## config.mk

```make
export PLATFORM = sky130hd
export DESIGN_NAME = tga_rle_pixel_decoder_unit_flat
export DESIGN_NICKNAME = d
export VERILOG_FILES = /design/src/rtl/core/tgad_pkg.sv /design/src/rtl/core/tgad_byte_if.sv /design/src/rtl/core/tgad_seg_if.sv /design/src/rtl/core/tgad_ctrl.sv /design/src/rtl/core/tgad_dp.sv /design/src/rtl/core/tga_rle_pixel_decoder_unit.sv /design/src/flat_wrapper.sv
export SDC_FILE = /design/constraint.sdc
export NUM_CORES = 1
export LEC_CHECK = 0
export BUFFER_PORTS_ARGS = -buffer_cell sky130_fd_sc_hd__buf_2
export CAP_MARGIN = 25
export CORE_UTILIZATION = 55
export DETAILED_ROUTE_END_ITERATION = 16
export HOLD_SLACK_MARGIN = 0.15
export PLACE_DENSITY = 0.75
export SYNTH_ARGS = -nofsm -noshare
export SYNTH_HDL_FRONTEND = slang
export SYNTH_HIERARCHICAL = 1
export SYNTH_SLANG_ARGS = --single-unit
```

## constraint.sdc

```tcl
create_clock -name clk -period 14.2 [get_ports clk]
set_input_delay 0.71 -clock clk [delete_from_list [all_inputs] [get_ports clk]]
set_output_delay 0.71 -clock clk [all_outputs]
set_load 0.005 [all_outputs]
```

## src/rtl/core/tgad_pkg.sv

```systemverilog
// ----------------------------------------------------------------------------
// tgad_pkg
// Shared types and constants of the TGA run-length pixel decoder: field
// widths, register indexes, controller states and the command/status bundles.
// ----------------------------------------------------------------------------
package tgad_pkg;

	// field widths
	localparam int BYTE_W    = 8;
	localparam int COUNT_W   = 7;
	localparam int REPEAT_BIT = 7;
	localparam int X_W       = 12;
	localparam int ROW_W     = 12;
	localparam int LEN_W     = 8;
	localparam int PIX_W     = 32;
	localparam int CFG_W     = 13;
	localparam int BPP_W     = 3;
	localparam int CFG_IDX_W = 2;
	localparam int BIP_W     = 2;

	// smallest supported sizes
	localparam int MIN_WIDTH  = 3;
	localparam int MIN_HEIGHT = 1;
	localparam int MIN_BPP    = 1;

	// register reset values
	localparam int WIDTH_RESET  = 64;
	localparam int HEIGHT_RESET = 64;
	localparam int BPP_RESET    = 4;

	// register indexes
	localparam logic [CFG_IDX_W-1:0] REG_IMAGE_WIDTH     = 2'd0;
	localparam logic [CFG_IDX_W-1:0] REG_IMAGE_HEIGHT    = 2'd1;
	localparam logic [CFG_IDX_W-1:0] REG_BYTES_PER_PIXEL = 2'd2;
	localparam logic [CFG_IDX_W-1:0] REG_RLE_ENABLE      = 2'd3;

	// controller states
	typedef enum logic [1:0] {
		ST_IDLE,
		ST_EXEC,
		ST_EMIT,
		ST_OVR
	} state_t;

	// controller to datapath
	typedef struct packed {
		logic load;
		logic clear;
		logic halt;
		logic take_packet;
		logic accum;
		logic start_run;
		logic put_seg;
		logic put_ovr;
	} ctrl_cmd_t;

	// datapath to controller
	typedef struct packed {
		logic cfg_write;
		logic action;
		logic stopped;
		logic left_zero;
		logic packet;
		logic too_long;
		logic pix_full;
		logic run_empty;
		logic out_free;
		logic seg_final;
	} dp_status_t;

endpackage

```

## src/rtl/core/tgad_byte_if.sv

```systemverilog
// ----------------------------------------------------------------------------
// tgad_byte_if
// Input channel: one pixel-stream byte or a frame start per word.
// ----------------------------------------------------------------------------
interface tgad_byte_if;
	logic                             valid;
	logic                             ready;
	logic                             action;
	logic [tgad_pkg::BYTE_W-1:0]      byte_value;

	modport source (output valid, action, byte_value, input ready);
	modport sink (input valid, action, byte_value, output ready);
endinterface

```

## src/rtl/core/tgad_seg_if.sv

```systemverilog
// ----------------------------------------------------------------------------
// tgad_seg_if
// Output channel: one row segment (or overrun report) per word.
// ----------------------------------------------------------------------------
interface tgad_seg_if;
	logic                            valid;
	logic                            ready;
	logic [tgad_pkg::X_W-1:0]        x_start;
	logic [tgad_pkg::ROW_W-1:0]      row;
	logic [tgad_pkg::LEN_W-1:0]      seg_length;
	logic [tgad_pkg::PIX_W-1:0]      pixel_value;
	logic                            is_last;
	logic                            frame_done;
	logic                            overrun;

	modport source (output valid, x_start, row, seg_length, pixel_value, is_last,
		frame_done, overrun, input ready);
	modport sink (input valid, x_start, row, seg_length, pixel_value, is_last,
		frame_done, overrun, output ready);
endinterface

```

## src/rtl/core/tgad_ctrl.sv

```systemverilog
// ----------------------------------------------------------------------------
// tgad_ctrl
// Controller: sequences accept, decode of one word, and segment or overrun output.
// ----------------------------------------------------------------------------
module tgad_ctrl (
	input  logic                   clk,
	input  logic                   arst_n,
	input  logic                   in_valid,
	output logic                   in_ready,
	input  tgad_pkg::dp_status_t   st,
	output tgad_pkg::ctrl_cmd_t    cmd
);

	tgad_pkg::state_t state_q;
	tgad_pkg::state_t state_d;

	// state register
	always_ff @(posedge clk or negedge arst_n) begin
		if (!arst_n) begin
			state_q <= tgad_pkg::ST_IDLE;
		end else begin
			state_q <= state_d;
		end
	end

	// next state
	always_comb begin
		state_d = state_q;
		case (state_q)
			tgad_pkg::ST_IDLE: begin
				if (in_valid && !st.cfg_write) begin
					state_d = tgad_pkg::ST_EXEC;
				end
			end
			tgad_pkg::ST_EXEC: begin
				if (st.action || st.stopped || st.left_zero) begin
					state_d = tgad_pkg::ST_IDLE;
				end else if (st.packet) begin
					state_d = st.too_long ? tgad_pkg::ST_OVR : tgad_pkg::ST_IDLE;
				end else if (st.pix_full && !st.run_empty) begin
					state_d = tgad_pkg::ST_EMIT;
				end else begin
					state_d = tgad_pkg::ST_IDLE;
				end
			end
			tgad_pkg::ST_EMIT: begin
				if (st.out_free && st.seg_final) begin
					state_d = tgad_pkg::ST_IDLE;
				end
			end
			tgad_pkg::ST_OVR: begin
				if (st.out_free) begin
					state_d = tgad_pkg::ST_IDLE;
				end
			end
			default: begin
				state_d = tgad_pkg::ST_IDLE;
			end
		endcase
	end

	// commands
	always_comb begin
		cmd      = '0;
		in_ready = 1'b0;
		case (state_q)
			tgad_pkg::ST_IDLE: begin
				in_ready = !st.cfg_write;
				cmd.load = in_valid && !st.cfg_write;
			end
			tgad_pkg::ST_EXEC: begin
				if (st.action) begin
					cmd.clear = 1'b1;
				end else if (st.stopped || st.left_zero) begin
					cmd.halt = 1'b1;
				end else if (st.packet) begin
					cmd.take_packet = !st.too_long;
				end else begin
					cmd.accum     = 1'b1;
					cmd.start_run = st.pix_full;
				end
			end
			tgad_pkg::ST_EMIT: begin
				cmd.put_seg = st.out_free;
			end
			tgad_pkg::ST_OVR: begin
				cmd.put_ovr = st.out_free;
			end
			default: begin
				cmd = '0;
			end
		endcase
	end

endmodule

```

## src/rtl/core/tgad_dp.sv

```systemverilog
// ----------------------------------------------------------------------------
// tgad_dp
// Datapath: configuration registers, packet and pixel assembly, frame
// position counters, segment splitting and the output register.
// ----------------------------------------------------------------------------
module tgad_dp #(
	parameter int MAX_WIDTH       = 4096,
	parameter int MAX_HEIGHT      = 4096,
	parameter int MAX_PIXEL_BYTES = 4
) (
	input  logic                                clk,
	input  logic                                arst_n,
	input  logic                                cfg_we,
	input  logic [tgad_pkg::CFG_IDX_W-1:0]      cfg_index,
	input  logic [tgad_pkg::CFG_W-1:0]          cfg_data,
	input  logic                                in_action,
	input  logic [tgad_pkg::BYTE_W-1:0]         in_byte,
	input  tgad_pkg::ctrl_cmd_t                 cmd,
	output tgad_pkg::dp_status_t                st,
	tgad_seg_if.source                          seg_out
);

	localparam int     CW      = $clog2(MAX_WIDTH + 1);
	localparam int     HW      = $clog2(MAX_HEIGHT + 1);
	localparam longint MAX_PIX = longint'(MAX_WIDTH) * longint'(MAX_HEIGHT);
	localparam int     PD_W    = $clog2(MAX_PIX + 1);
	localparam int     LW      = (PD_W > tgad_pkg::LEN_W + 1) ? PD_W : tgad_pkg::LEN_W + 1;
	localparam int     WCMP    = (CW > tgad_pkg::CFG_W) ? CW : tgad_pkg::CFG_W;
	localparam int     HCMP    = (HW > tgad_pkg::CFG_W) ? HW : tgad_pkg::CFG_W;
	localparam int     SW      = (CW > tgad_pkg::LEN_W) ? CW : tgad_pkg::LEN_W;
	localparam int     RST_H   = (tgad_pkg::HEIGHT_RESET > MAX_HEIGHT) ? MAX_HEIGHT :
		tgad_pkg::HEIGHT_RESET;
	localparam logic [tgad_pkg::ROW_W-1:0] RST_ROW = tgad_pkg::ROW_W'(RST_H - 1);

	// configuration registers
	logic [tgad_pkg::CFG_W-1:0] width_q;
	logic [tgad_pkg::CFG_W-1:0] height_q;
	logic [tgad_pkg::BPP_W-1:0] bpp_q;
	logic                       rle_q;

	// decode state
	logic                                 expect_q;
	logic [tgad_pkg::BIP_W-1:0]           bip_q;
	logic [MAX_PIXEL_BYTES-1:0][tgad_pkg::BYTE_W-1:0] pixbuf_q;
	logic [tgad_pkg::LEN_W-1:0]           run_left_q;
	logic                                 rep_q;
	logic [PD_W-1:0]                      done_q;
	logic [CW-1:0]                        col_q;
	logic [tgad_pkg::ROW_W-1:0]           row_q;
	logic                                 stopped_q;

	// latched input word and run in progress
	logic                                 action_q;
	logic [tgad_pkg::BYTE_W-1:0]          byte_q;
	logic [MAX_PIXEL_BYTES*tgad_pkg::BYTE_W-1:0] pix_run_q;
	logic [tgad_pkg::LEN_W-1:0]           n_q;
	logic [PD_W-1:0]                      left_q;
	logic [PD_W-1:0]                      total_q;

	// output register
	logic                                 out_valid_q;
	logic [tgad_pkg::X_W-1:0]             out_x_q;
	logic [tgad_pkg::ROW_W-1:0]           out_row_q;
	logic [tgad_pkg::LEN_W-1:0]           out_len_q;
	logic [tgad_pkg::PIX_W-1:0]           out_pix_q;
	logic                                 out_last_q;
	logic                                 out_done_q;
	logic                                 out_ovr_q;

	// combinational
	logic [WCMP-1:0]                      w_ext;
	logic [HCMP-1:0]                      h_ext;
	logic [CW-1:0]                        w_eff;
	logic [HW-1:0]                        h_eff;
	logic [tgad_pkg::BPP_W-1:0]           bpp_eff;
	logic [CW+HW-1:0]                     prod;
	logic                                 left_zero;
	logic [PD_W-1:0]                      left;
	logic [tgad_pkg::LEN_W-1:0]           count;
	logic                                 pix_full;
	logic [MAX_PIXEL_BYTES-1:0][tgad_pkg::BYTE_W-1:0] pix_next;
	logic [tgad_pkg::LEN_W-1:0]           n_raw;
	logic [tgad_pkg::LEN_W-1:0]           n_cl;
	logic                                 wrap0;
	logic [CW-1:0]                        col0;
	logic [tgad_pkg::ROW_W-1:0]           row0;
	logic [CW-1:0]                        room;
	logic [tgad_pkg::LEN_W-1:0]           seg;
	logic                                 seg_done;
	logic                                 row_end;
	logic [tgad_pkg::LEN_W-1:0]           n_rest;
	logic                                 out_free;

	// clamp the frame sizes
	assign w_ext = WCMP'(width_q);
	assign h_ext = HCMP'(height_q);

	always_comb begin
		if (w_ext < WCMP'(tgad_pkg::MIN_WIDTH)) begin
			w_eff = CW'(tgad_pkg::MIN_WIDTH);
		end else if (w_ext > WCMP'(MAX_WIDTH)) begin
			w_eff = CW'(MAX_WIDTH);
		end else begin
			w_eff = CW'(w_ext);
		end
		if (h_ext < HCMP'(tgad_pkg::MIN_HEIGHT)) begin
			h_eff = HW'(tgad_pkg::MIN_HEIGHT);
		end else if (h_ext > HCMP'(MAX_HEIGHT)) begin
			h_eff = HW'(MAX_HEIGHT);
		end else begin
			h_eff = HW'(h_ext);
		end
		if (bpp_q < tgad_pkg::BPP_W'(tgad_pkg::MIN_BPP)) begin
			bpp_eff = tgad_pkg::BPP_W'(tgad_pkg::MIN_BPP);
		end else if (bpp_q > tgad_pkg::BPP_W'(MAX_PIXEL_BYTES)) begin
			bpp_eff = tgad_pkg::BPP_W'(MAX_PIXEL_BYTES);
		end else begin
			bpp_eff = bpp_q;
		end
	end

	// frame pixel count, registered
	assign prod = (CW+HW)'(w_eff) * (CW+HW)'(h_eff);

	// pixels still to write
	assign left_zero = done_q >= total_q;
	assign left      = left_zero ? '0 : total_q - done_q;

	// packet count and pixel assembly
	assign count    = tgad_pkg::LEN_W'(byte_q[tgad_pkg::COUNT_W-1:0]) + tgad_pkg::LEN_W'(1);
	assign pix_full = (tgad_pkg::BPP_W'(bip_q) + tgad_pkg::BPP_W'(1)) >= bpp_eff;

	always_comb begin
		pix_next = pixbuf_q;
		for (int i = 0; i < MAX_PIXEL_BYTES; i++) begin
			if (bip_q == tgad_pkg::BIP_W'(i)) begin
				pix_next[i] = byte_q;
			end
		end
	end

	// run length of the finished pixel, clamped to the frame
	always_comb begin
		if (rle_q && rep_q) begin
			n_raw = run_left_q;
		end else begin
			n_raw = tgad_pkg::LEN_W'(1);
		end
		if (LW'(n_raw) > LW'(left)) begin
			n_cl = tgad_pkg::LEN_W'(left);
		end else begin
			n_cl = n_raw;
		end
	end

	// next row segment
	assign wrap0 = col_q >= w_eff;
	assign col0  = wrap0 ? '0 : col_q;
	assign row0  = wrap0 ? row_q - tgad_pkg::ROW_W'(1) : row_q;
	assign room  = w_eff - col0;

	always_comb begin
		if (SW'(room) > SW'(n_q)) begin
			seg = n_q;
		end else begin
			seg = tgad_pkg::LEN_W'(room);
		end
	end

	assign seg_done = LW'(seg) == LW'(left_q);
	assign row_end  = SW'(seg) == SW'(room);
	assign n_rest   = n_q - seg;
	assign out_free = !out_valid_q || seg_out.ready;

	// status
	always_comb begin
		st           = '0;
		st.cfg_write = cfg_we;
		st.action    = action_q;
		st.stopped   = stopped_q;
		st.left_zero = left_zero;
		st.packet    = rle_q && expect_q;
		st.too_long  = LW'(count) > LW'(left);
		st.pix_full  = pix_full;
		st.run_empty = n_cl == '0;
		st.out_free  = out_free;
		st.seg_final = (n_rest == '0) || seg_done;
	end

	// configuration write
	always_ff @(posedge clk or negedge arst_n) begin
		if (!arst_n) begin
			width_q  <= tgad_pkg::CFG_W'(tgad_pkg::WIDTH_RESET);
			height_q <= tgad_pkg::CFG_W'(tgad_pkg::HEIGHT_RESET);
			bpp_q    <= tgad_pkg::BPP_W'(tgad_pkg::BPP_RESET);
			rle_q    <= 1'b0;
		end else if (cfg_we) begin
			case (cfg_index)
				tgad_pkg::REG_IMAGE_WIDTH:     width_q  <= cfg_data;
				tgad_pkg::REG_IMAGE_HEIGHT:    height_q <= cfg_data;
				tgad_pkg::REG_BYTES_PER_PIXEL: bpp_q    <= cfg_data[tgad_pkg::BPP_W-1:0];
				tgad_pkg::REG_RLE_ENABLE:      rle_q    <= cfg_data[0];
				default: begin
				end
			endcase
		end
	end

	// input word, frame size and run registers
	always_ff @(posedge clk) begin
		total_q <= PD_W'(prod);
		if (cmd.load) begin
			action_q <= in_action;
			byte_q   <= in_byte;
		end
		if (cmd.start_run) begin
			pix_run_q <= pix_next;
			n_q       <= n_cl;
			left_q    <= left;
		end else if (cmd.put_seg) begin
			n_q    <= n_rest;
			left_q <= left_q - PD_W'(seg);
		end
	end

	// decode state
	always_ff @(posedge clk or negedge arst_n) begin
		if (!arst_n) begin
			expect_q   <= 1'b1;
			bip_q      <= '0;
			pixbuf_q   <= '0;
			run_left_q <= '0;
			rep_q      <= 1'b0;
			done_q     <= '0;
			col_q      <= '0;
			row_q      <= RST_ROW;
			stopped_q  <= 1'b0;
		end else begin
			if (cmd.clear) begin
				expect_q   <= 1'b1;
				bip_q      <= '0;
				pixbuf_q   <= '0;
				run_left_q <= '0;
				rep_q      <= 1'b0;
				done_q     <= '0;
				col_q      <= '0;
				row_q      <= tgad_pkg::ROW_W'(h_eff - HW'(1));
				stopped_q  <= 1'b0;
			end
			if (cmd.halt || cmd.put_ovr) begin
				stopped_q <= 1'b1;
			end
			// packet header
			if (cmd.take_packet) begin
				run_left_q <= count;
				rep_q      <= byte_q[tgad_pkg::REPEAT_BIT];
				expect_q   <= 1'b0;
				bip_q      <= '0;
				pixbuf_q   <= '0;
			end
			// pixel byte
			if (cmd.accum) begin
				if (pix_full) begin
					bip_q    <= '0;
					pixbuf_q <= '0;
				end else begin
					bip_q    <= bip_q + tgad_pkg::BIP_W'(1);
					pixbuf_q <= pix_next;
				end
			end
			// run bookkeeping once the pixel is complete
			if (cmd.start_run && rle_q) begin
				if (rep_q) begin
					run_left_q <= '0;
					expect_q   <= 1'b1;
				end else begin
					if (run_left_q != '0) begin
						run_left_q <= run_left_q - tgad_pkg::LEN_W'(1);
					end
					if (run_left_q <= tgad_pkg::LEN_W'(1)) begin
						expect_q <= 1'b1;
					end
				end
			end
			// position advance per segment
			if (cmd.put_seg) begin
				done_q <= done_q + PD_W'(seg);
				if (row_end) begin
					col_q <= '0;
					row_q <= row0 - tgad_pkg::ROW_W'(1);
				end else begin
					col_q <= col0 + CW'(seg);
					row_q <= row0;
				end
				if (seg_done) begin
					stopped_q <= 1'b1;
				end
			end
		end
	end

	// output register valid
	always_ff @(posedge clk or negedge arst_n) begin
		if (!arst_n) begin
			out_valid_q <= 1'b0;
		end else if (cmd.put_seg || cmd.put_ovr) begin
			out_valid_q <= 1'b1;
		end else if (seg_out.ready) begin
			out_valid_q <= 1'b0;
		end
	end

	// output register payload
	always_ff @(posedge clk) begin
		if (cmd.put_seg) begin
			out_x_q    <= tgad_pkg::X_W'(col0);
			out_row_q  <= row0;
			out_len_q  <= seg;
			out_pix_q  <= tgad_pkg::PIX_W'(pix_run_q);
			out_last_q <= (n_rest == '0) || seg_done;
			out_done_q <= seg_done;
			out_ovr_q  <= 1'b0;
		end else if (cmd.put_ovr) begin
			out_x_q    <= tgad_pkg::X_W'(col_q);
			out_row_q  <= row_q;
			out_len_q  <= '0;
			out_pix_q  <= '0;
			out_last_q <= 1'b1;
			out_done_q <= 1'b0;
			out_ovr_q  <= 1'b1;
		end
	end

	assign seg_out.valid       = out_valid_q;
	assign seg_out.x_start     = out_x_q;
	assign seg_out.row         = out_row_q;
	assign seg_out.seg_length  = out_len_q;
	assign seg_out.pixel_value = out_pix_q;
	assign seg_out.is_last     = out_last_q;
	assign seg_out.frame_done  = out_done_q;
	assign seg_out.overrun     = out_ovr_q;

`ifndef SYNTHESIS
	// a result is never written over one still waiting
	a_no_overwrite: assert property (@(posedge clk) disable iff (!arst_n)
		(cmd.put_seg || cmd.put_ovr) |-> out_free)
		else $error("output word overwritten");

	// a segment always carries pixels
	a_seg_nonzero: assert property (@(posedge clk) disable iff (!arst_n)
		cmd.put_seg |-> (seg != '0))
		else $error("empty row segment");

	// the segment that fills the frame stops it
	a_done_stops: assert property (@(posedge clk) disable iff (!arst_n)
		(cmd.put_seg && seg_done) |=> (stopped_q && out_done_q))
		else $error("frame not stopped after last pixel");

	// an overrun report is the last word and stops the frame
	a_ovr_word: assert property (@(posedge clk) disable iff (!arst_n)
		cmd.put_ovr |=> (out_valid_q && out_ovr_q && out_last_q && stopped_q))
		else $error("overrun report malformed");
`endif

endmodule

```

## src/rtl/core/tga_rle_pixel_decoder_unit.sv

```systemverilog
// ----------------------------------------------------------------------------
// tga_rle_pixel_decoder_unit
// TGA pixel-data decoder (raw or run-length) that reports pixels as row
// segments at their bottom-up flipped destination rows.
// ----------------------------------------------------------------------------
// One input word is taken at a time. A word that completes no pixel (packet
// byte, partial pixel byte, frame start, ignored byte) is accepted and then
// decoded. A packet byte that overruns the frame is accepted, decoded and
// then sends the overrun report once the output register is free. A word
// that completes a pixel is accepted, decoded and then split into row
// segments (one for a raw pixel, one per row touched for a repeated run);
// the segment splitter in the datapath emits one segment per cycle while the
// output is not stalled, through a single output register, which also
// holds a finished word while the next input word is accepted. Input ready is
// low during a configuration write.
// Configuration registers: index 0 image_width, 1 image_height,
// 2 bytes_per_pixel, 3 rle_enable.
module tga_rle_pixel_decoder_unit #(
	parameter int MAX_WIDTH       = 4096,
	parameter int MAX_HEIGHT      = 4096,
	parameter int MAX_PIXEL_BYTES = 4
) (
	input  logic                              clk,
	input  logic                              arst_n,
	input  logic                              cfg_we,
	input  logic [tgad_pkg::CFG_IDX_W-1:0]    cfg_index,
	input  logic [tgad_pkg::CFG_W-1:0]        cfg_data,
	tgad_byte_if.sink                         byte_in,
	tgad_seg_if.source                        seg_out
);

	tgad_pkg::ctrl_cmd_t  cmd;
	tgad_pkg::dp_status_t st;
	logic                 in_ready;

	assign byte_in.ready = in_ready;

	// controller
	tgad_ctrl u_ctrl (
		.clk      (clk),
		.arst_n   (arst_n),
		.in_valid (byte_in.valid),
		.in_ready (in_ready),
		.st       (st),
		.cmd      (cmd)
	);

	// datapath
	tgad_dp #(
		.MAX_WIDTH       (MAX_WIDTH),
		.MAX_HEIGHT      (MAX_HEIGHT),
		.MAX_PIXEL_BYTES (MAX_PIXEL_BYTES)
	) u_dp (
		.clk       (clk),
		.arst_n    (arst_n),
		.cfg_we    (cfg_we),
		.cfg_index (cfg_index),
		.cfg_data  (cfg_data),
		.in_action (byte_in.action),
		.in_byte   (byte_in.byte_value),
		.cmd       (cmd),
		.st        (st),
		.seg_out   (seg_out)
	);

endmodule

```

## src/flat_wrapper.sv

```systemverilog
// flat-port wrapper written by rule: the top's interface ports become plain ports
module tga_rle_pixel_decoder_unit_flat 
#(
	parameter int MAX_WIDTH       = 4096,
	parameter int MAX_HEIGHT      = 4096,
	parameter int MAX_PIXEL_BYTES = 4
)
  (clk, arst_n, cfg_we, cfg_index, cfg_data, byte_in_valid, byte_in_action, byte_in_byte_value, byte_in_ready, seg_out_valid, seg_out_x_start, seg_out_row, seg_out_seg_length, seg_out_pixel_value, seg_out_is_last, seg_out_frame_done, seg_out_overrun, seg_out_ready);
  tgad_byte_if byte_in_i ();
  tgad_seg_if seg_out_i ();
  input  logic clk;
  input  logic arst_n;
  input  logic cfg_we;
  input  logic [tgad_pkg::CFG_IDX_W-1:0] cfg_index;
  input  logic [tgad_pkg::CFG_W-1:0] cfg_data;
  input wire logic [$bits(byte_in_i.valid)-1:0] byte_in_valid;
  input wire logic [$bits(byte_in_i.action)-1:0] byte_in_action;
  input wire logic [$bits(byte_in_i.byte_value)-1:0] byte_in_byte_value;
  output wire logic [$bits(byte_in_i.ready)-1:0] byte_in_ready;
  output wire logic [$bits(seg_out_i.valid)-1:0] seg_out_valid;
  output wire logic [$bits(seg_out_i.x_start)-1:0] seg_out_x_start;
  output wire logic [$bits(seg_out_i.row)-1:0] seg_out_row;
  output wire logic [$bits(seg_out_i.seg_length)-1:0] seg_out_seg_length;
  output wire logic [$bits(seg_out_i.pixel_value)-1:0] seg_out_pixel_value;
  output wire logic [$bits(seg_out_i.is_last)-1:0] seg_out_is_last;
  output wire logic [$bits(seg_out_i.frame_done)-1:0] seg_out_frame_done;
  output wire logic [$bits(seg_out_i.overrun)-1:0] seg_out_overrun;
  input wire logic [$bits(seg_out_i.ready)-1:0] seg_out_ready;
  assign byte_in_i.valid = byte_in_valid;
  assign byte_in_i.action = byte_in_action;
  assign byte_in_i.byte_value = byte_in_byte_value;
  assign byte_in_ready = byte_in_i.ready;
  assign seg_out_valid = seg_out_i.valid;
  assign seg_out_x_start = seg_out_i.x_start;
  assign seg_out_row = seg_out_i.row;
  assign seg_out_seg_length = seg_out_i.seg_length;
  assign seg_out_pixel_value = seg_out_i.pixel_value;
  assign seg_out_is_last = seg_out_i.is_last;
  assign seg_out_frame_done = seg_out_i.frame_done;
  assign seg_out_overrun = seg_out_i.overrun;
  assign seg_out_i.ready = seg_out_ready;
  tga_rle_pixel_decoder_unit #(.MAX_WIDTH(MAX_WIDTH), .MAX_HEIGHT(MAX_HEIGHT), .MAX_PIXEL_BYTES(MAX_PIXEL_BYTES)) u_core (.clk(clk), .arst_n(arst_n), .cfg_we(cfg_we), .cfg_index(cfg_index), .cfg_data(cfg_data), .byte_in(byte_in_i), .seg_out(seg_out_i));
endmodule
```

==> results by stage, run 1 <==
Logic synthesis:
- The synthesized area per cell is 9.69 um2.
- The number of nets produced by synthesis is 2712.
- The number of distinct library cell variants in the gate-level netlist after synthesis is 103.
- The number of flops mapped to enable cells by yosys is 140.
- The post-synthesis sequential element count is between 200 and 300.
- Of the synthesized area, sequential elements account for 0.344.
- The count of synthesis-stage warnings from yosys is 6.
- In the synthesized netlist the async set-or-reset flop fraction comes to 0.435.
- The area of the mapped netlist is 23100 um2.
- In the synthesized netlist the dominant register cell turns out to be sky130_fd_sc_hd__edfxtp_1.
- Synthesis handed over a netlist of 2383 instances.

GRT:
- The number of antenna violations at the first check in global routing is 0.
- Summed over all layers, the global routing overflow is 0.
- The first global-routing pass estimated between 90000 and 100000 um of wire.
- The aggregate global-route resource usage is 0.281.
- The pin count of the biggest net entering global routing is 67.
- The via count of the first global-routing pass was 17700.

Worst setup path:
- The delay of the slowest critical-path stage is 810 ps.
- The worst setup path is captured at a flop.
- The arrival time at the worst endpoint is 11930 ps.
- The kind of critical path is reg -> reg.
- In this run the worst path has a maximum fanout of 21.
- The endpoint of the worst-slack reg-to-reg timing path is u_core/u_ctrl/state_q[1]$_DFFE_PN0P_.
- The startpoint identified for the worst register-to-register timing path is u_core/u_dp/w_ext[8]$_DFFE_PN0P_.
- For flop-to-flop paths, the worst setup slack is 2720 ps.
- By instance count, the cell type seen most on the critical path is sky130_fd_sc_hd__maj3_1.
- The critical-path cell with the highest stage delay is sky130_fd_sc_hd__o21ai_0.
- The startpoint class of the critical path is a flop.
- The path depth of the worst reg2reg path is 40.
- The data required time at the worst endpoint is 14650 ps.

Worst hold path:
- In this run the worst hold path is classified as in -> async.

Status:
- The flow ran to the end, but the final reports show violations.
- The final reports fail on DRC.

Clock tree:
- The buffer levels on the longest clock path is 3.
- Gates resized during post-CTS repair numbered 0.
- The buffer count from post-CTS setup fixing is 0.
- The number of hold buffers added after CTS was 0.
- The clock insertion delay at the later pin of the skew report is 570 ps.
- TritonCTS built the clock tree.
- After clock tree synthesis, the clock-pin slew on the worst setup and hold paths is 80 ps.
- The cell sitting at the root of the clock tree is a sky130_fd_sc_hd__clkbuf_16.
- Clock tree synthesis inserted a total of 34 buffers.
- Counting every sink on the clock net gives 294.
- The H-tree was split into 2 levels.

Finish:
- The library cell used most frequently in the layout, excluding fill and tap cells, is sky130_fd_sc_hd__inv_1.
- In the final design database the tool counted 2768 nets.
- The area growth from synthesis to layout is 8.95%.
- The cell area after layout is 25200 um2.
- Fill cells in the final layout number 3401.
- The repair_antennas step left the layout with diodes totalling 0.
- The top cell types in the final layout, fill and taps aside, are 243 x sky130_fd_sc_hd__inv_1, 240 x sky130_fd_sc_hd__nand2_1, 177 x sky130_fd_sc_hd__ha_1, 173 x sky130_fd_sc_hd__nor2_1, 140 x sky130_fd_sc_hd__edfxtp_1.
- The final standard cell count with taps included and fillers excluded is 2997.
- For this run, the share of the core covered by cells in the final layout is 0.612.
- Of the cells placed in the final design, the portion with a size suffix greater than 1 is 0.123.

STA:
- The tightest slew margin relative to the limit is 0.258.
- Between clock sinks in the finished design, the worst skew comes to 28.8 ps.
- Setup repair after global routing left no endpoint under its margin.
- After layout, the minimum clock period comes to 11480 ps.
- The total count of hold-check failures in the final report is 0.
- The achievable clock frequency is ~87 MHz.
- The final setup TNS is 0 ps.
- The total count of max-transition violations in the final report is 0.
- The final critical-path setup slack is 2720 ps.
- In the finished design, the share of the clock period the worst path needs comes to 0.808.
- The number of setup violations in the final report is 0.
- At the pin with the least slew margin, the transition time is 1110 ps.

Place:
- Prior to clock tree synthesis, the placed netlist has a worst setup slack of 2570 ps.
- The routability congestion estimate is 0.921.
- During placement, the flow inserted port buffers numbering 97.
- In this run the cell area measured after placement is between 20000 and 25000 um2.
- The number of placed cells counting well taps is about 3000.
- The post-detailed-placement half-perimeter wirelength is 44800 um.

Detailed routing:
- Before antenna repair, the detailed router went through 14 iterations.
- The number of nets still failing antenna checks after routing is 0.
- The number of DRC violations after detailed routing is 6.
- The number of design-rule violations left by the first detailed-router iteration is 1565.
- After detailed routing, the number of vias per cell comes to 6.02.
- In the final routed layout, each cell accounts on average for between 15 and 20 um.
- Detailed routing inserted a total of 18000 vias.
- Summed over all layers, the routed wires come to around 59000 um.

Power:
- In this run the power density over the cells is 211 nW/um2.
- For this design the static power due to leakage is 11.0 nW.
- VDD sags by at most 0.000134 V.

Die:
- From left edge to right edge, the die measures 207 um.
- The initial utilization of the core area, before any placement, comes to 0.562.
- The y dimension of the die is 207 um.
- The area enclosed by the die boundary is 42800 um2.
- The floorplan step defined a core boundary enclosing 41100 um2.
- The floorplan has 74 rows.
- In this run the count of I/O pins placed on the die edge is 98.

Job:
- The max-capacitance violation count is 0.
-- cells in the mapped netlist (all sizes together), types with 27 or more instances --
| library cell | number | share of area |
|---|---|---|
| nand2b | 27 | 0.0073 |
| nand2 | 241 | 0.039 |
| and2 | 69 | 0.019 |
| xor2 | 44 | 0.017 |
| nand3 | 53 | 0.011 |
| a21oi | 83 | 0.018 |
| a32o | 38 | 0.016 |
| o21ai | 107 | 0.023 |
| a21o | 29 | 0.0095 |
| inv | 244 | 0.040 |
| clkbuf | 85 | 0.014 |
| ha | 177 | 0.096 |
| nor2 | 178 | 0.029 |
| fa | 123 | 0.11 |
| mux2 | 64 | 0.031 |
| dfrtp | 118 | 0.13 |
| nor3 | 41 | 0.0096 |
| or3 | 29 | 0.0081 |
| xnor2 | 82 | 0.033 |
| edfxtp | 140 | 0.18 |
| nor2b | 43 | 0.012 |
-- cells by family after synthesis --
logic type,count (synthesis),synth area share
compound gates,432,0.131
xor+xnor,126,0.0496
fa+ha+maj,309,0.206
buf+inv,350,0.0586
flops,294,0.344
mux,89,0.0434
simple gates,783,0.167
-- worst max-delay path: cells and delay by family, from the launching register on --
kind	cells	cell delay (ps)
buffers and inverters	3	490
xor gates and xnor gates	1	140
DFF	1	400
and+or+nand+nor	8	2480
adders and majority gates	9	3110
AOI/OAI and AO/OA	19	4730
-- routing by layer --
layer  wire length, um  vias up  global-route usage
met1             25400     8914               0.372
met4              1810        0              0.0972
li1                  -     8396                   -
met2             28700      615               0.470
met3              3380      123              0.0429
met5                 0        -                   0
-- cell type report --
cell class	count	area [um2]	area share
multi-input combinational	1739	13800	0.550
tap	532	666	0.0265
inverter	247	927	0.0368
timing repair buffer	123	701	0.0278
clock inverter	22	204	0.00811
clock buffer	40	883	0.0351
sequential	294	7940	0.316
-- where the power goes --
part / internal (W) / leakage (nW) / switching (W)
sequential: 0.00112 / 3.18 / 0.000156
combinational: 0.00126 / 7.33 / 0.00192
clock: 0.000475 / 0.533 / 0.000380
total: 0.00286 / 11.0 / 0.00245
-- sequential cells by signal (all words and copies together), names as in the netlist, 12 cells and up --
signal,flops
u_core/u_dp/done_q,25
u_core/u_dp/w_ext,13
u_core/u_dp/total_q,25
u_core/u_dp/seg_out.x_start,12
u_core/u_dp/seg_out.row,12
u_core/u_dp/row_q,12
u_core/u_dp/left_q,25
u_core/u_dp/col_q,13
u_core/u_dp/pixbuf_q,32
u_core/u_dp/h_ext,13
u_core/u_dp/pix_run_q,32
u_core/u_dp/seg_out.pixel_value,32
-- worst max-delay path by stage --
stage                                           startpoint                                    to  slack (ps)  cells past startpoint
final                     u_core/u_dp/w_ext[8]$_DFFE_PN0P_  u_core/u_ctrl/state_q[1]$_DFFE_PN0P_        2720                     40
after global routing      u_core/u_dp/w_ext[8]$_DFFE_PN0P_  u_core/u_ctrl/state_q[1]$_DFFE_PN0P_        1780                     40
after CTS                 u_core/u_dp/w_ext[8]$_DFFE_PN0P_  u_core/u_ctrl/state_q[1]$_DFFE_PN0P_        2540                     40
after detailed placement  u_core/u_dp/w_ext[8]$_DFFE_PN0P_  u_core/u_ctrl/state_q[1]$_DFFE_PN0P_        2570                     40
after global placement    u_core/u_dp/w_ext[8]$_DFFE_PN0P_  u_core/u_ctrl/state_q[1]$_DFFE_PN0P_        3130                     39
after floorplan           u_core/u_dp/w_ext[8]$_DFFE_PN0P_  u_core/u_ctrl/state_q[1]$_DFFE_PN0P_        4390                     43
-- metrics by stage --
step / total power (W) / hold WS [ps]
final: 0.00531 / 300
after global routing: 0.00575 / 309
after CTS: 0.00530 / 311
after detailed placement: 0.00442 / 474
after global placement: 0.00433 / 461
after floorplan: 0.00363 / 414
Power figures use the tool's default switching activity.
==> run 2, diff against run 1 <==
PLACE_DENSITY = 0.78   (was 0.75)
clock period = 10 ns   (was 14.2 ns; I/O delays follow)
==> results by stage, run 2 (same netlist as run 1, synthesis figures left out) <==
Worst hold path:
- The cell depth of the worst min-delay path is 3.
- The worst min-delay path class is in -> reg.
- The worst hold path terminates at u_core/u_dp/w_ext[12]$_DFFE_PN0P_.
- The worst hold path begins at cfg_data[12].

STA:
- The total count of hold-check failures in the final report is 0 (unchanged).
- The period utilization is 0.936 (+0.128).
- The clock tree skew after final layout was 24.4 ps (-4.43 ps).
- Setup repair after global routing left no endpoint under its margin.
- The achievable clock frequency is 107 MHz (+23%).
- The final setup TNS is 0 ps (unchanged).
- The actual slew at the worst max-slew pin is 993 ps (-117 ps).
- The number of setup violations in the final report is 0 (unchanged).
- The tightest slew margin relative to the limit came to 0.337 (+0.0784).
- The total count of max-transition violations in the final report is 0 (unchanged).
- The minimum clock period came to 9360 ps (-2120 ps).

Clock tree:
- The library cell used as clock root buffer is sky130_fd_sc_hd__clkbuf_16.
- The H-tree depth was 2 (unchanged).
- The buffer levels on the longest clock path came to 3 (unchanged).
- The register clock-pin slew on the reported worst setup and hold paths is 60 ps (-20 ps).
- The CTS tree is done.
- The number of clock buffers inserted by TritonCTS is 34 (unchanged).
- The clock sink count is 294 (unchanged).
- The clock insertion delay at the later pin of the skew report is 550 ps (-20 ps).

Worst setup path:
- The delay of the slowest critical-path stage was 540 ps (-270 ps).
- The reg-to-reg startpoint is u_core/u_dp/w_ext[8]$_DFFE_PN0P_.
- STA classifies the critical path endpoint as a flop.
- The path depth of the worst reg2reg path is 40 (unchanged).
- The cell repeated most along the worst path is sky130_fd_sc_hd__maj3_1.
- The arrival time at the worst endpoint is 9790 ps (-2140 ps).
- The critical-path cell with the highest stage delay is sky130_fd_sc_hd__or4_1.
- The worst setup path is of the reg -> reg kind.
- STA classifies the critical path startpoint as a flop.
- The data required time at the worst endpoint is 10430 ps (-4220 ps).
- The largest fanout of any net on the critical path is 5 (-76%).
- The endpoint of the worst-slack reg-to-reg timing path is u_core/u_ctrl/state_q[1]$_DFFE_PN0P_.
- The register-to-register setup slack came to 640 ps (-2080 ps).

GRT:
- The aggregate global-route resource usage was 0.277 (-0.00405).
- The pin count of the biggest net entering global routing came to 72 (+7.5%).
- The global-route wire length before repair came to 93100 um (-0.92%).
- The total global routing overflow is 0 (unchanged).
- The via count of the first global-routing pass is 17800 (+0.61%).
- The number of antenna violations at the first check in global routing was 0 (unchanged).

Die:
- The area of the placeable core is 41100 um2 (unchanged).
- The initial standard-cell utilization of the core is 0.562 (unchanged).
- The number of rows created at floorplan is 74 (unchanged).
- The chip width was 207 um (unchanged).
- The area enclosed by the die boundary was 42800 um2 (unchanged).
- The I/O pin total is 98 (unchanged).
- The y dimension of the die is 207 um (unchanged).

Place:
- The post-detailed-placement half-perimeter wirelength is 44100 um (-1.7%).
- The number of buffers added on ports is 97 (unchanged).
- The total placed instance area is 24100 um2 (+0.47%).
- The routability congestion estimate is 0.933 (+1.3%).

Finish:
- The area added between synthesis and finish is 10.1%.
- The layout cell share with drive strength beyond 1 was 0.129 (+0.00554).
- The number of antenna cells inserted was 0 (unchanged).
- The count of nets after finishing was 2794 (+0.94%).
- Leaving out fill and tap cells, the most frequent cell in the layout is sky130_fd_sc_hd__inv_1.
- The library cells used most frequently in the layout, excluding fill and tap cells, are 243 x sky130_fd_sc_hd__inv_1, 240 x sky130_fd_sc_hd__nand2_1, 177 x sky130_fd_sc_hd__ha_1, 173 x sky130_fd_sc_hd__nor2_1, 140 x sky130_fd_sc_hd__edfxtp_1.
- The cell area after layout came to 25400 um2 (+1.1%).

Power:
- The switching power as a share of total power came to 0.454 (-0.00745).
- The total power divided by cell area is 299 nW/um2 (+42%).
- The net switching power is 0.00345 W (+41%).
- The leakage power was 11.2 nW (+1.2%).
- The fraction of power consumed by the clock network is 0.166 (+0.005).
- The part of the total power dissipated in combinational logic is 0.596 (-0.003).
- The sequential cell fraction of total power was 0.238 (-0.002).
- The peak ir drop on the vdd network was 0.000206 V (+54%).
- The internal portion of total power is 0.00415 W (+45%).

Detailed routing:
- The total met2 wirelength after detailed routing came to 28200 um (-1.7%).
- The number of nets still failing antenna checks after routing is 0 (unchanged).
- The uppermost layer routed is met4.
- The wire length on met3 is 3470 um (+2.9%).
- The wire length per cell after detailed routing is 19.4 um (-2.0%).
- The number of detailed-route iterations in the first pass is 10 (-4).
- The number of design-rule violations left by the first detailed-router iteration is 1685 (+7.7%).
- The routed wire length came to 58500 um (-1.1%).
- The routed via count came to 18100 (+0.50%).
- The number of vias per cell is 6.00 (-0.37%).
- The detailed-routing wirelength on met1 came to 24800 um (-2.1%).
- The number of DRC violations after detailed routing is 0 (-6).

Job:
- The max-capacitance violation count came to 0 (unchanged).

Status:
- The run finished with clean final reports.
-- run 2: critical path: cells and delay by family (launching register included) --
kind,cells,cell delay (ps)
buffers and inverters,2,190
XOR/XNOR,2,350
AO/OA/AOI/OAI,14,2710
adder cells (fa/ha/maj),10,3320
flip-flops,1,380
AND/OR/NAND/NOR,12,2290
-- run 2: worst max path at each step --
stage / cells after the start / from / slack [ps] / endpoint
4_1_cts: 40 / u_core/u_dp/w_ext[8]$_DFFE_PN0P_ / 580 / u_core/u_ctrl/state_q[1]$_DFFE_PN0P_
5_1_grt: 40 / u_core/u_dp/w_ext[8]$_DFFE_PN0P_ / 20 / u_core/u_ctrl/state_q[1]$_DFFE_PN0P_
2_1_floorplan: 43 / u_core/u_dp/w_ext[8]$_DFFE_PN0P_ / 190 / u_core/u_ctrl/state_q[1]$_DFFE_PN0P_
3_5_place_dp: 40 / u_core/u_dp/w_ext[8]$_DFFE_PN0P_ / 570 / u_core/u_ctrl/state_q[1]$_DFFE_PN0P_
3_3_place_gp: 40 / u_core/u_dp/w_ext[8]$_DFFE_PN0P_ / 940 / u_core/u_ctrl/state_q[1]$_DFFE_PN0P_
6_report: 40 / u_core/u_dp/w_ext[8]$_DFFE_PN0P_ / 640 / u_core/u_ctrl/state_q[1]$_DFFE_PN0P_
-- run 2: metal layers --
layer / track usage / vias to the layer above
li1: - / 8445
met3: 0.0369 / 155
met5: 0 / -
met2: 0.458 / 672
met4: 0.104 / 0
met1: 0.371 / 8866
-- run 2: metrics by stage --
stage	hold slack (ps)	util	power [W]	setup slack [ps]	cells
CTS	153	0.617	0.00759	575	3019
floorplan	204	-	0.00515	189	2383
detailed placement	474	0.587	0.00630	568	2947
finish	178	0.619	0.00761	636	3023
global route	192	0.619	0.00821	18.9	3023
global placement	462	0.587	0.00615	942	2947
-- run 2: cell type report --
type | count | area [um2]
clock buffers | 46 | 956
clock inverters | 16 | 171
fillers | 3379 | 15700
inverters | 247 | 927
multi-input cells | 1739 | 13800
flip-flops and latches | 294 | 7940
well taps | 532 | 666
repair buffers | 149 | 927
-- run 2: what timing repair did --
| item | in CTS | in global routing |
|---|---|---|
| endpoints found under the hold margin | 36 | 0 |
| endpoints found under the setup margin | 0 | 1 |
| hold buffers | 10 | 0 |
| gates resized for setup | 0 | 1 |
| setup buffers | 0 | 0 |
-- run 2: power groups by stage --
stage          Sequential, W  Combinational (W)  Clock [W]
4_1_cts              0.00181            0.00451    0.00128
3_3_place_gp         0.00182            0.00433          0
5_1_grt              0.00184            0.00506    0.00132
3_5_place_dp         0.00183            0.00447          0
2_1_floorplan        0.00173            0.00343          0
6_report             0.00181            0.00453    0.00126
